--- src/hw/rtl/skcg_pkg.sv ---
// Shared types and constants for the soft-knee compressor gain block.
// Holds the register map, the configuration word and the multiplier
// request/response bundles. Depends on nothing.
`timescale 1ns / 1ps

package skcg_pkg;

    // Register map of the configuration write channel
    localparam int unsigned CFG_IDX_W = 3;
    localparam logic [CFG_IDX_W-1:0] REG_THRESHOLD    = 3'd0;
    localparam logic [CFG_IDX_W-1:0] REG_KNEE_WIDTH   = 3'd1;
    localparam logic [CFG_IDX_W-1:0] REG_RATIO_SLOPE  = 3'd2;
    localparam logic [CFG_IDX_W-1:0] REG_KNEE_SCALE   = 3'd3;
    localparam logic [CFG_IDX_W-1:0] REG_ATTACK_COEF  = 3'd4;
    localparam logic [CFG_IDX_W-1:0] REG_RELEASE_COEF = 3'd5;

    // Register values after reset
    localparam logic [15:0] RST_THRESHOLD    = 16'hEC00;  // -20 dB
    localparam logic [14:0] RST_KNEE_WIDTH   = 15'd1536;  // 6 dB
    localparam logic [15:0] RST_RATIO_SLOPE  = 16'hA000;  // -0.75
    localparam logic [15:0] RST_KNEE_SCALE   = 16'd5461;
    localparam logic [15:0] RST_ATTACK_COEF  = 16'd64881;
    localparam logic [15:0] RST_RELEASE_COEF = 16'd65470;

    // Serial multiplier geometry: wide multiplicand, radix-4 multiplier digits
    localparam int unsigned MUL_MW    = 48;
    localparam int unsigned MUL_BW    = 16;
    localparam int unsigned MUL_DIG   = 2;
    localparam int unsigned MUL_STEPS = MUL_BW / MUL_DIG;
    localparam int unsigned MUL_CNT_W = $clog2(MUL_STEPS);
    localparam logic [MUL_CNT_W-1:0] MUL_LAST = MUL_CNT_W'(MUL_STEPS - 1);

    typedef struct packed {
        logic [15:0] threshold;     // signed Q8.8
        logic [14:0] knee_width;    // unsigned Q7.8
        logic [15:0] ratio_slope;   // signed Q1.15
        logic [15:0] knee_scale;    // unsigned Q0.16
        logic [15:0] attack_coef;   // unsigned Q0.16
        logic [15:0] release_coef;  // unsigned Q0.16
    } cfg_t;

    typedef struct packed {
        logic              start;
        logic [MUL_MW-1:0] mcand;
        logic [MUL_BW-1:0] mplier;
    } mul_req_t;

    typedef struct packed {
        logic                     busy;
        logic                     done;
        logic [MUL_MW+MUL_BW-1:0] prod;
    } mul_rsp_t;

endpackage

--- src/hw/rtl/skcg_cfg.sv ---
// Configuration register file of the soft-knee compressor gain block.
// Decodes register writes into one configuration word; uses skcg_pkg.
`timescale 1ns / 1ps

module skcg_cfg
    import skcg_pkg::*;
(
    input  logic                 clk,
    input  logic                 rst_n,
    input  logic                 wr_en,
    input  logic [CFG_IDX_W-1:0] wr_index,
    input  logic [15:0]          wr_data,
    output cfg_t                 cfg
);

    cfg_t cfg_reg;
    cfg_t cfg_next;

    // Decode the write; unknown indexes leave everything as it is
    always_comb
    begin
        cfg_next = cfg_reg;
        if (wr_en)
        begin
            unique case (wr_index)
                REG_THRESHOLD:    cfg_next.threshold    = wr_data;
                REG_KNEE_WIDTH:   cfg_next.knee_width   = wr_data[14:0];
                REG_RATIO_SLOPE:  cfg_next.ratio_slope  = wr_data;
                REG_KNEE_SCALE:   cfg_next.knee_scale   = wr_data;
                REG_ATTACK_COEF:  cfg_next.attack_coef  = wr_data;
                REG_RELEASE_COEF: cfg_next.release_coef = wr_data;
                default:          cfg_next = cfg_reg;
            endcase
        end
    end

    always_ff @(posedge clk or negedge rst_n)
    begin
        if (!rst_n)
        begin
            cfg_reg.threshold    <= RST_THRESHOLD;
            cfg_reg.knee_width   <= RST_KNEE_WIDTH;
            cfg_reg.ratio_slope  <= RST_RATIO_SLOPE;
            cfg_reg.knee_scale   <= RST_KNEE_SCALE;
            cfg_reg.attack_coef  <= RST_ATTACK_COEF;
            cfg_reg.release_coef <= RST_RELEASE_COEF;
        end
        else
        begin
            cfg_reg <= cfg_next;
        end
    end

    assign cfg = cfg_reg;

endmodule

--- src/hw/rtl/skcg_mul.sv ---
// Serial-parallel unsigned multiplier, two multiplier bits per cycle.
// The multiplier shifts out of the low product register as the product
// shifts in. Uses skcg_pkg for its geometry and request/response types.
`timescale 1ns / 1ps

module skcg_mul
    import skcg_pkg::*;
(
    input  logic     clk,
    input  logic     rst_n,
    input  mul_req_t req,
    output mul_rsp_t rsp
);

    logic [MUL_MW-1:0]    mcand_reg;
    logic [MUL_MW-1:0]    hi_reg;
    logic [MUL_BW-1:0]    lo_reg;
    logic [MUL_CNT_W-1:0] cnt_reg;
    logic                 busy_reg;
    logic                 done_reg;
    logic [MUL_MW+1:0]    sum;

    // Add the current digit times the multiplicand to the high part
    always_comb
    begin
        sum = {2'b00, hi_reg}
            + (lo_reg[0] ? {2'b00, mcand_reg} : '0)
            + (lo_reg[1] ? {1'b0, mcand_reg, 1'b0} : '0);
    end

    // Sequence the steps
    always_ff @(posedge clk or negedge rst_n)
    begin
        if (!rst_n)
        begin
            busy_reg <= 1'b0;
            done_reg <= 1'b0;
            cnt_reg  <= '0;
        end
        else
        begin
            done_reg <= 1'b0;
            if (req.start)
            begin
                busy_reg <= 1'b1;
                cnt_reg  <= '0;
            end
            else if (busy_reg)
            begin
                cnt_reg <= cnt_reg + 1'b1;
                if (cnt_reg == MUL_LAST)
                begin
                    busy_reg <= 1'b0;
                    done_reg <= 1'b1;
                end
            end
        end
    end

    // Load operands, then shift the product right one digit per step
    always_ff @(posedge clk)
    begin
        if (req.start)
        begin
            mcand_reg <= req.mcand;
            hi_reg    <= '0;
            lo_reg    <= req.mplier;
        end
        else if (busy_reg)
        begin
            hi_reg <= sum[MUL_MW+1:MUL_DIG];
            lo_reg <= {sum[MUL_DIG-1:0], lo_reg[MUL_BW-1:MUL_DIG]};
        end
    end

    assign rsp.busy = busy_reg;
    assign rsp.done = done_reg;
    assign rsp.prod = {hi_reg, lo_reg};

    // A new product may not be started over one in progress
    a_no_restart: assert property (@(posedge clk) disable iff (!rst_n)
        req.start |-> !busy_reg)
        else $error("multiplier restarted while busy");

    // Completion only ever follows the final step
    a_done_after_last: assert property (@(posedge clk) disable iff (!rst_n)
        done_reg |-> ($past(busy_reg) && $past(cnt_reg) == MUL_LAST))
        else $error("multiplier done without finishing its steps");

endmodule

--- src/hw/rtl/soft_knee_compressor_gain.sv ---
// Top level of the soft-knee compressor gain computer with peak detector.
// Sequencer, output word register; instantiates skcg_cfg and skcg_mul.
// Uses skcg_pkg for types, register map and multiplier geometry.
//
//  channel  | direction | handshake          | word
//  ---------+-----------+--------------------+-----------------------------------
//  s_       | in        | s_tvalid/s_tready  | s_tdata[15:0] level_db
//  m_       | out       | m_tvalid/m_tready  | m_tdata curve_db, smoothed_red_db
//  cfg_     | in        | cfg_valid/cfg_ready| cfg_index register, cfg_data value
//
// One word is worked at a time; the radix-4 serial multiplier sets the pace.
// A word below the knee needs no curve product, one above it needs one and one
// inside it three chained products; every word then takes one detector product.
// Reset clears the detector history and loads the default registers.
// A stalled output holds the finished word; the next input is taken meanwhile,
// and only the final hand-over waits for the output register to free up.
`timescale 1ns / 1ps

module soft_knee_compressor_gain
    import skcg_pkg::*;
(
    input  logic                 clk,
    input  logic                 rst_n,
    input  logic                 s_tvalid,
    output logic                 s_tready,
    input  logic [15:0]          s_tdata,    // [15:0] level_db
    output logic                 m_tvalid,
    input  logic                 m_tready,
    output logic [31:0]          m_tdata,    // [15:0] curve_db, [31:16] smoothed_reduction_db
    input  logic                 cfg_valid,
    output logic                 cfg_ready,
    input  logic [CFG_IDX_W-1:0] cfg_index,
    input  logic [15:0]          cfg_data
);

    typedef enum logic [11:0] {
        ST_IDLE  = 12'b0000_0000_0001,
        ST_CLASS = 12'b0000_0000_0010,
        ST_KSQ   = 12'b0000_0000_0100,
        ST_KSC   = 12'b0000_0000_1000,
        ST_KSL   = 12'b0000_0001_0000,
        ST_ABV   = 12'b0000_0010_0000,
        ST_TERM  = 12'b0000_0100_0000,
        ST_RED   = 12'b0000_1000_0000,
        ST_DIFF  = 12'b0001_0000_0000,
        ST_DET   = 12'b0010_0000_0000,
        ST_ROUND = 12'b0100_0000_0000,
        ST_OUT   = 12'b1000_0000_0000
    } state_t;

    function automatic logic [15:0] sat16(input logic signed [34:0] v);
        logic [15:0] res;
        if (v > 35'sd32767)
            res = 16'h7FFF;
        else if (v < -35'sd32768)
            res = 16'h8000;
        else
            res = v[15:0];
        return res;
    endfunction

    cfg_t     cfg;
    mul_req_t mul_req;
    mul_rsp_t mul_rsp;

    state_t       state_reg, state_next;
    logic [15:0]  x_reg;
    logic [16:0]  d_reg;
    logic         knee_reg;
    logic         tneg_reg;
    logic [24:0]  term_reg;
    logic [15:0]  curve_reg;
    logic [15:0]  r_reg;
    logic         dneg_reg;
    logic [34:0]  v_reg;
    logic [15:0]  prev_reg, prev_next;
    logic         out_valid_reg;
    logic [31:0]  out_data_reg;

    logic               in_acc;
    logic               out_load;
    logic [16:0]        d_in;
    logic signed [17:0] twod;
    logic signed [17:0] wpos;
    logic               below_knee;
    logic               above_knee;
    logic [17:0]        s_sum;
    logic [16:0]        d_abs;
    logic [16:0]        slope_ext;
    logic [16:0]        slope_abs;
    logic [23:0]        tmag;
    logic [24:0]        term_val;
    logic [25:0]        yg;
    logic [25:0]        neg_term;
    logic [16:0]        diff;
    logic [16:0]        diff_abs;
    logic [15:0]        coef_sel;
    logic [34:0]        prod_ext;
    logic [34:0]        r_shift;
    logic [34:0]        v_val;
    logic signed [34:0] v_rnd;
    logic signed [34:0] v_shr;

    skcg_cfg u_cfg (
        .clk      (clk),
        .rst_n    (rst_n),
        .wr_en    (cfg_valid),
        .wr_index (cfg_index),
        .wr_data  (cfg_data),
        .cfg      (cfg)
    );

    skcg_mul u_mul (
        .clk   (clk),
        .rst_n (rst_n),
        .req   (mul_req),
        .rsp   (mul_rsp)
    );

    assign cfg_ready = 1'b1;
    assign s_tready  = (state_reg == ST_IDLE);
    assign in_acc    = s_tvalid && s_tready;
    assign out_load  = (state_reg == ST_OUT) && (!out_valid_reg || m_tready);

    // Region tests and operand preparation
    always_comb
    begin
        d_in       = {s_tdata[15], s_tdata} - {cfg.threshold[15], cfg.threshold};
        twod       = $signed({d_reg, 1'b0});
        wpos       = $signed({3'b000, cfg.knee_width});
        below_knee = (twod < -wpos);
        above_knee = (twod > wpos);
        s_sum      = 18'(twod + wpos);
        d_abs      = d_reg[16] ? (17'd0 - d_reg) : d_reg;
        slope_ext  = {cfg.ratio_slope[15], cfg.ratio_slope};
        slope_abs  = cfg.ratio_slope[15] ? (17'd0 - slope_ext) : slope_ext;
    end

    // Round the product to the curve term, ties away from zero
    always_comb
    begin
        if (knee_reg)
            tmag = {1'b0, mul_rsp.prod[63:41]} + {23'd0, mul_rsp.prod[40]};
        else
            tmag = {1'b0, mul_rsp.prod[37:15]} + {23'd0, mul_rsp.prod[14]};
        term_val = tneg_reg ? (25'd0 - {1'b0, tmag}) : {1'b0, tmag};
    end

    // Curve output, reduction and detector arithmetic
    always_comb
    begin
        yg       = {{10{x_reg[15]}}, x_reg} + {term_reg[24], term_reg};
        neg_term = 26'd0 - {term_reg[24], term_reg};
        diff     = {prev_reg[15], prev_reg} - {r_reg[15], r_reg};
        diff_abs = diff[16] ? (17'd0 - diff) : diff;
        coef_sel = ($signed(r_reg) > $signed(prev_reg)) ? cfg.attack_coef
                                                        : cfg.release_coef;
        prod_ext = {3'b000, mul_rsp.prod[31:0]};
        r_shift  = {{3{r_reg[15]}}, r_reg, 16'd0};
        v_val    = dneg_reg ? (r_shift - prod_ext) : (r_shift + prod_ext);
        v_rnd    = $signed(v_reg) + (v_reg[34] ? 35'sd32767 : 35'sd32768);
        v_shr    = v_rnd >>> 16;
        prev_next = sat16(v_shr);
    end

    // Sequencer and multiplier requests
    always_comb
    begin
        state_next     = state_reg;
        mul_req.start  = 1'b0;
        mul_req.mcand  = '0;
        mul_req.mplier = '0;
        unique case (state_reg)
            ST_IDLE:
            begin
                if (in_acc)
                    state_next = ST_CLASS;
            end
            ST_CLASS:
            begin
                priority if (below_knee)
                begin
                    state_next = ST_RED;
                end
                else if (above_knee)
                begin
                    mul_req.start  = 1'b1;
                    mul_req.mcand  = {32'd0, d_abs[15:0]};
                    mul_req.mplier = slope_abs[15:0];
                    state_next     = ST_ABV;
                end
                else
                begin
                    mul_req.start  = 1'b1;
                    mul_req.mcand  = {32'd0, s_sum[15:0]};
                    mul_req.mplier = s_sum[15:0];
                    state_next     = ST_KSQ;
                end
            end
            ST_KSQ:
            begin
                if (mul_rsp.done)
                begin
                    mul_req.start  = 1'b1;
                    mul_req.mcand  = {16'd0, mul_rsp.prod[31:0]};
                    mul_req.mplier = cfg.knee_scale;
                    state_next     = ST_KSC;
                end
            end
            ST_KSC:
            begin
                if (mul_rsp.done)
                begin
                    mul_req.start  = 1'b1;
                    mul_req.mcand  = mul_rsp.prod[47:0];
                    mul_req.mplier = slope_abs[15:0];
                    state_next     = ST_KSL;
                end
            end
            ST_KSL, ST_ABV:
            begin
                if (mul_rsp.done)
                    state_next = ST_TERM;
            end
            ST_TERM:  state_next = ST_RED;
            ST_RED:   state_next = ST_DIFF;
            ST_DIFF:
            begin
                mul_req.start  = 1'b1;
                mul_req.mcand  = {32'd0, diff_abs[15:0]};
                mul_req.mplier = coef_sel;
                state_next     = ST_DET;
            end
            ST_DET:
            begin
                if (mul_rsp.done)
                    state_next = ST_ROUND;
            end
            ST_ROUND: state_next = ST_OUT;
            ST_OUT:
            begin
                if (out_load)
                    state_next = ST_IDLE;
            end
            default:  state_next = ST_IDLE;
        endcase
    end

    // Control state and detector history
    always_ff @(posedge clk or negedge rst_n)
    begin
        if (!rst_n)
        begin
            state_reg     <= ST_IDLE;
            prev_reg      <= '0;
            out_valid_reg <= 1'b0;
        end
        else
        begin
            state_reg <= state_next;
            if (state_reg == ST_ROUND)
                prev_reg <= prev_next;
            if (out_load)
                out_valid_reg <= 1'b1;
            else if (m_tready)
                out_valid_reg <= 1'b0;
        end
    end

    // Working registers of the current word
    always_ff @(posedge clk)
    begin
        if (in_acc)
        begin
            x_reg <= s_tdata;
            d_reg <= d_in;
        end
        if (state_reg == ST_CLASS)
        begin
            knee_reg <= !above_knee;
            tneg_reg <= above_knee ? (cfg.ratio_slope[15] ^ d_reg[16])
                                   : cfg.ratio_slope[15];
            if (below_knee)
                term_reg <= '0;
        end
        if (state_reg == ST_TERM)
            term_reg <= term_val;
        if (state_reg == ST_RED)
        begin
            curve_reg <= sat16(35'($signed(yg)));
            r_reg     <= sat16(35'($signed(neg_term)));
        end
        if (state_reg == ST_DIFF)
            dneg_reg <= diff[16];
        if (state_reg == ST_DET && mul_rsp.done)
            v_reg <= v_val;
        if (out_load)
            out_data_reg <= {prev_reg, curve_reg};
    end

    assign m_tvalid = out_valid_reg;
    assign m_tdata  = out_data_reg;

    // Detector history moves only when a result is rounded
    a_prev_only_round: assert property (@(posedge clk) disable iff (!rst_n)
        !$stable(prev_reg) |-> $past(state_reg == ST_ROUND))
        else $error("detector history changed outside rounding");

    // Every multiply wait state has a product in progress or just finished
    a_mul_active: assert property (@(posedge clk) disable iff (!rst_n)
        (state_reg == ST_KSQ || state_reg == ST_KSC || state_reg == ST_KSL ||
         state_reg == ST_ABV || state_reg == ST_DET) |-> (mul_rsp.busy || mul_rsp.done))
        else $error("waiting on a multiplier that was never started");

    // A new output word appears only from the hand-over state
    a_out_from_handover: assert property (@(posedge clk) disable iff (!rst_n)
        $rose(m_tvalid) |-> $past(state_reg == ST_OUT))
        else $error("output word raised outside hand-over");

endmodule

--- config.mk ---
export PLATFORM = sky130hd
export DESIGN_NAME = soft_knee_compressor_gain
export DESIGN_NICKNAME = d
export VERILOG_FILES = /design/src/hw/rtl/skcg_pkg.sv /design/src/hw/rtl/skcg_cfg.sv /design/src/hw/rtl/skcg_mul.sv /design/src/hw/rtl/soft_knee_compressor_gain.sv
export SDC_FILE = /design/constraint.sdc
export NUM_CORES = 1
export LEC_CHECK = 0
export BUFFER_PORTS_ARGS = -buffer_cell sky130_fd_sc_hd__buf_4
export CAP_MARGIN = 20
export CORE_MARGIN = 5
export CORE_UTILIZATION = 54
export DETAILED_ROUTE_END_ITERATION = 7
export GPL_ROUTABILITY_DRIVEN = 0
export MAX_ROUTING_LAYER = met4
export PLACE_DENSITY_LB_ADDON = 0.3
export SLEW_MARGIN = 30
export SYNTH_ARGS = -nofsm -noshare
export SYNTH_HDL_FRONTEND = slang
export SYNTH_SLANG_ARGS = --single-unit
export TNS_END_PERCENT = 50
--- constraint.sdc ---
create_clock -name clk -period 6.3 [get_ports clk]
set_input_delay 0.945 -clock clk [delete_from_list [all_inputs] [get_ports clk]]
set_output_delay 0.945 -clock clk [all_outputs]
set_load 0.02 [all_outputs]
# --- Yosys cells after proc, flatten, opt, wreduce, memory -nomap -nowiden ---
# Index checks and enable logic that the tools add are counted.
classes:
  addsub: 18
  n_lt_le_gt_ge: 9
  n_eq_ne: 24
  n_mux: 44
  bitwise: 1
  reduce_logical: 20
ops:
  columns: ["operator", "count"]
  rows:
  - ["65-bit one-hot mux with 4 select lines", 1]
  - ["65-bit 2-to-1 mux", 3]
  - ["16-bit 2-to-1 mux", 11]
  - ["12-bit one-hot mux with 11 select lines", 1]
  - ["25-bit 2-to-1 mux", 4]
  - ["12-bit 2-to-1 mux", 6]
  - ["26-bit by 16-bit > comparator with 1-bit output, second input constant", 2]
  - ["26-bit by 16-bit less-than comparator with 1-bit output, second input constant", 2]
  - ["48-bit by 50-bit adder with 50-bit output", 1]
  - ["50-bit adder", 1]
  - ["49-bit 2-to-1 mux", 1]
  - ["23-bit by 1-bit adder with 24-bit output", 2]
  - ["48-bit 2-to-1 mux", 1]
  - ["1-bit by 16-bit subtractor with 16-bit output, first input constant", 3]
  - ["35-bit by 17-bit adder with 35-bit output", 1]
  - ["35-bit 2-to-1 mux", 1]
  - ["32-bit by 33-bit adder with 34-bit output", 1]
  - ["16-bit by 16-bit subtractor with 17-bit output", 2]
  - ["32-bit by 33-bit subtractor with 34-bit output", 1]
  - ["32-bit 2-to-1 mux", 1]
  - ["16-bit by 25-bit adder with 26-bit output", 1]
  - ["1-bit by 25-bit subtractor with 26-bit output, first input constant", 1]
  - ["1-bit by 24-bit subtractor with 25-bit output, first input constant", 1]
  - ["24-bit 2-to-1 mux", 1]
  - ["38 further kinds", 66]
totals:
  register_bits: 401
  word_cells: 141

# --- Depth between registers and ports, before layout ---
depth:
  ltp_word: 6
  mapped_depth: 20

# --- Hierarchy ---
# A second synthesis with hierarchy kept.
unflattened:
  cells_unflattened: 3005
  area_unflattened_um2: 29378.2
by_module_without_submodules:
  columns: ["mod", "n_inst", "cells_per_inst", "area_each_um2"]
  rows:
  - ["soft_knee_compressor_gain", 1, 1981, 17321.6]
  - ["skcg_mul", 1, 818, 8359.3]
  - ["skcg_cfg", 1, 206, 3697.3]

# --- Worst setup path after synthesis ---
# Ideal clock, no wire load.
synth_path:
  kind: "register to register"
  start: "reg u_cfg.cfg_reg (netlist bit u_cfg.cfg[64])"
  end: "reg u_mul.lo_reg[14] (data pin)"
  arrival_time_ns: 5.423
  slack_ns: 0.620
  stages_incl_launch_ff: 18
  synth_period_minus_slack_ns: 5.680
  cell_sequence: "dfrtp_1 nor4_1 nand4_1 nor3_1 nand2_1 nor3_1 nand2_1 o21ai_0 nand2b_1 ha_1 nand4_1 or2_2 a31o_2 clkbuf_1 nand3_1 clkbuf_1 o2111ai_1 o22a_1"
synth_between:
  elab_chain_len: 5
  elab_cells_between_ends: 8
  cone_classes: "add/sub (2); order compare (2); mux (4)"
synth_rtl:
  columns: ["item", "line", "source"]
  rows:
  - ["start, declared", "skcg_cfg.sv:16", "cfg_t cfg_reg;"]
  - ["start signal, assigned", "skcg_cfg.sv:50", "cfg_reg <= cfg_next;"]
  - ["15-bit negator with 18-bit output (tied with other cells)", "soft_knee_compressor_gain.sv:131", "below_knee = (twod < -wpos);"]
  - ["18-bit less-than comparator / 32-bit 2-to-1 mux (equally long branches)", "soft_knee_compressor_gain.sv:131, soft_knee_compressor_gain.sv:185", null]
  - ["65-bit 2-to-1 mux (*)", "soft_knee_compressor_gain.sv:181", "priority if (below_knee)"]
  - ["65-bit one-hot mux with 4 select lines (*)", "soft_knee_compressor_gain.sv:173", "unique case (state_reg)"]
  - ["16-bit 2-to-1 mux (*)", "skcg_mul.sv:63", "if (req.start)"]
  - ["end signal, assigned", "skcg_mul.sv:67", "lo_reg <= req.mplier;"]
  - ["end signal, assigned", "skcg_mul.sv:72", "lo_reg <= {sum[MUL_DIG-1:0], lo_reg[MUL_BW-1:MUL_DIG]};"]
  - ["end, declared", "skcg_mul.sv:17", "logic [MUL_BW-1:0] lo_reg;"]
# Mark *: on every way between the ends. The rest lies on a longest branch, timed or not.
# A chain may end at the register's enable or synchronous reset.

# --- Worst setup path after layout ---
layout_path:
  start: "reg u_cfg.cfg_reg (netlist bit u_cfg.cfg[64])"
  end: "reg u_mul.hi_reg[24]"
layout_between:
  elab_chain_len: 4
layout_rtl:
  columns: ["item", "line", "source"]
  rows:
  - ["15-bit negator with 18-bit output", "soft_knee_compressor_gain.sv:131", null]
  - ["18-bit less-than comparator", "soft_knee_compressor_gain.sv:131", null]
  - ["65-bit 2-to-1 mux", "soft_knee_compressor_gain.sv:181", null]
  - ["65-bit one-hot mux with 4 select lines", "soft_knee_compressor_gain.sv:173", null]
  - ["end signal, assigned", "skcg_mul.sv:71", "hi_reg <= sum[MUL_MW+1:MUL_DIG];"]
  - ["end, declared", "skcg_mul.sv:16", "logic [MUL_MW-1:0] hi_reg;"]
# Every way passes these cells.

==> metrics <==
area of the die=0.0596 mm^2; Reg area=0.0109 mm^2; Post-Place Cells=3,897; area delta synth->final=9.85%; Clock Path Buffers=3; Post-CTS Setup Inserts=0; grt total ovfl=0; flop2flop setup slack=660 ps; initial antenna violation count=0; max_cap viols=0; chip height=244 um; # rows=85; max reg flops=95; Mapped Area=0.0296 mm^2; synthesized net count=3,512; crit end category=flop; Die W=roughly 240 um; share of the synthesized area in the top cell type=0.226; clock skew=43.8 ps; biggest area consumer among synthesized cells=edfxtp_1; Starting Density=0.548; PD cells=521 mW/mm^2; post-CTS sizing=0; status=completed; crit path launch type=flop; H-tree Lvls=2; area taken by multi-input logic gates=0.0172 mm^2; setup TNS=0 ps; all-layer global routing usage=0.289; Mapped Cells=3,206; Non-Filler Instances=3,983; Distinct cells, synth=92; core area=0.0540 mm^2; critical setup path kind=reg2reg; Least-Margin Pin Slew=992 ps; TritonCTS buffer count=46; Post-synth EDFFs=223; Worst Path Required=6810 ps; CP max FO=24; fin area=0.0325 mm^2; final-report setup violation count=0; share of layout cells above drive strength 1=0.110; vias in the first global route=23,999; Area contributors post-synth=edfxtp_1 23%, ha_1 9.0%, dfrtp_1 7.4%; Nets=between 3,000 and 4,000; DP Wirelength=between 60,000 and 70,000 um; CTS tree=yes; CP delay by family, top=simple AND/OR/NAND/NOR gates; register area share after synthesis=0.370; Yosys reg bits=400; post-layout min period=5640 ps; pin count of the biggest net entering global routing=67; Initial DRT Pass Iterations=8; WL final=86,300 um; CP bufs+invs=1; Wirelength per Cell=21.7 um; Post-synth ARST share=0.323; DP Area=roughly 0.031 mm^2; CP cell instances=nor4_1, nand4_1, nor3_1, nand2_1, nor3_1, nand2_1, nor3_1, ha_1, a21o_1, a21oi_1, nand3_1, o21ai_0, a31o_2, nand3_2, buf_4, nor3_1, mux2i_1, o31ai_1; max-slew violations=0; Crit path arrival time=6150 ps; first-pass GRT wire length=135,000 um; total power=0.0169 W; Fin. Hold Viols=0; clock sinks=400; final worst path period share=0.895; Antenna Diode Count=0; Crit path top cell by count=nor3_1; initial drt markers=between 2,000 and 3,000; I/O pins=75; Clk Latency, worst-skew pair=620 ps; routed via count=25,327; average size of a mapped cell=a little over 9 um^2; crit-path max cell delay=about 630 ps; max frequency=177 MHz; Slew HR=0.335; Synth Flop Type=edfxtp_1; hold_buf cts=0; Leakage=about 14 nW; worst IR drop on VDD=0.319 mV; Clock transition at path regs=60 ps; Routed Antenna Nets=0; DRC Markers=0; Vias/cell=6.36; Hold Path Class=in2async; slowest CP cell=nand3_2; number of fillers in the final layout=4,552; RSZ-0062 raised after global routing=no; yosys warns=0; final core utilization=0.601; Buffers on Ports=73; Root Buffer=clkbuf_16
[final cells by class]
| cell class | instances | area share |
|---|---|---|
| Timing Repair Buffer | 105 | 0.0250 |
| Clock buffer | 59 | 0.0398 |
| Clock inverter | 27 | 0.00778 |
| Multi-Input combinational cell | 2404 | 0.530 |
| Inverter | 292 | 0.0337 |
| Tap cell | 696 | 0.0268 |
| Sequential cell | 400 | 0.337 |
[through the flow]
step | setup slack [ps] | hold WS, ps
2_1_floorplan | 620 | 400
3_3_place_gp | 1110 | 407
3_5_place_dp | 854 | 406
4_1_cts | 807 | 237
5_1_grt | 227 | 272
6_report | 664 | 256
[power breakdown]
group	internal (W)	total, W	leakage [nW]	switching, W
clock	0.00155	0.00273	0.754	0.00118
sequential	0.00358	0.00436	3.92	0.000778
combinational	0.00376	0.00985	8.84	0.00608
[cells in the final DEF, fill, tap and decap left out, drive strengths merged, types with 11 or more instances in the layout]
cell     synthesis  routed
a21o            61      61
a21oi          177     177
nand4           41      41
mux2i           53      53
dfstp           42      42
edfxtp         223     223
o211ai          30      30
nor3            99      99
o31ai           27      27
clkbuf          98      59
nand3           69      69
nor4            40      40
o41ai           18      18
clkinv           1      17
o22a            19      19
xor2            76      76
o21ai          191     191
or3             33      33
dfxtp           48      48
a211oi          32      32
o2111ai         14      14
xnor2          164     164
or2             18      18
o21bai          26      26
o21a            27      27
and3            28      28
ha             213     213
o221ai          11      11
nor2b           26      26
fa              53      53
o22ai           13      13
dfrtp           87      87
inv            291     296
a31oi           32      32
nor2           259     259
mux2            72      72
nand2b          28      28
buf             12     105
nand2          287     287
[cells in the mapped netlist, types with 38 or more instances]
cell,instances
a21oi_1,177
o21ai_0,175
nor3_1,99
a21o_1,61
nand4_1,40
dfxtp_1,48
mux2i_1,53
edfxtp_1,223
inv_1,289
nand3_1,69
nand2_1,286
clkbuf_1,98
xor2_1,76
nor4_1,38
dfrtp_1,87
mux2_2,72
ha_1,213
dfstp_2,42
fa_1,53
xnor2_1,164
nor2_1,259
[metal layers]
| metal | global-route usage | up-vias | part of all wire |
|---|---|---|---|
| met5 | - | - | 0 |
| met4 | 0.125 | 0 | 0.050 |
| met3 | 0.0405 | 267 | 0.089 |
| met2 | 0.450 | 1302 | 0.45 |
| met1 | 0.382 | 12122 | 0.41 |
| li1 | - | 11636 | - |
[kinds of logic after synthesis]
kind of cell | share of synthesized area
flops | 0.370
simple gates | 0.162
fa+ha+maj | 0.126
other cells | 0.000127
compound gates | 0.175
mux | 0.0453
buf+inv | 0.0516
xor+xnor | 0.0711
[worst paths after layout]
| kind | to | startpoint | cells past startpoint |
|---|---|---|---|
| setup / recovery | u_mul.hi_reg[24] | u_cfg.cfg[64] | 18 |
| hold / removal | u_cfg.cfg[6] | rst_n | 1 |
| setup reg to reg | u_mul.hi_reg[24] | u_cfg.cfg[64] | 18 |
| hold reg to reg | m_tdata[6] | curve_reg[6] | 0 |
| max in group asynchronous | u_mul.busy_reg | rst_n | 2 |
| min in group clk | m_tdata[6] | curve_reg[6] | 0 |
[worst reg2reg max path, stage by stage (launching register included)]
cell     delay, ps
dfrtp_1        470
nor4_1         620
nand4_1        290
nor3_1         400
nand2_1        180
nor3_1         280
nand2_1        190
nor3_1         220
ha_1           290
a21o_1         180
a21oi_1        150
nand3_1         90
o21ai_0        140
a31o_2         600
nand3_2        650
buf_4          410
nor3_1         200
mux2i_1        110
o31ai_1         90
(Power assumes the default switching activity.)
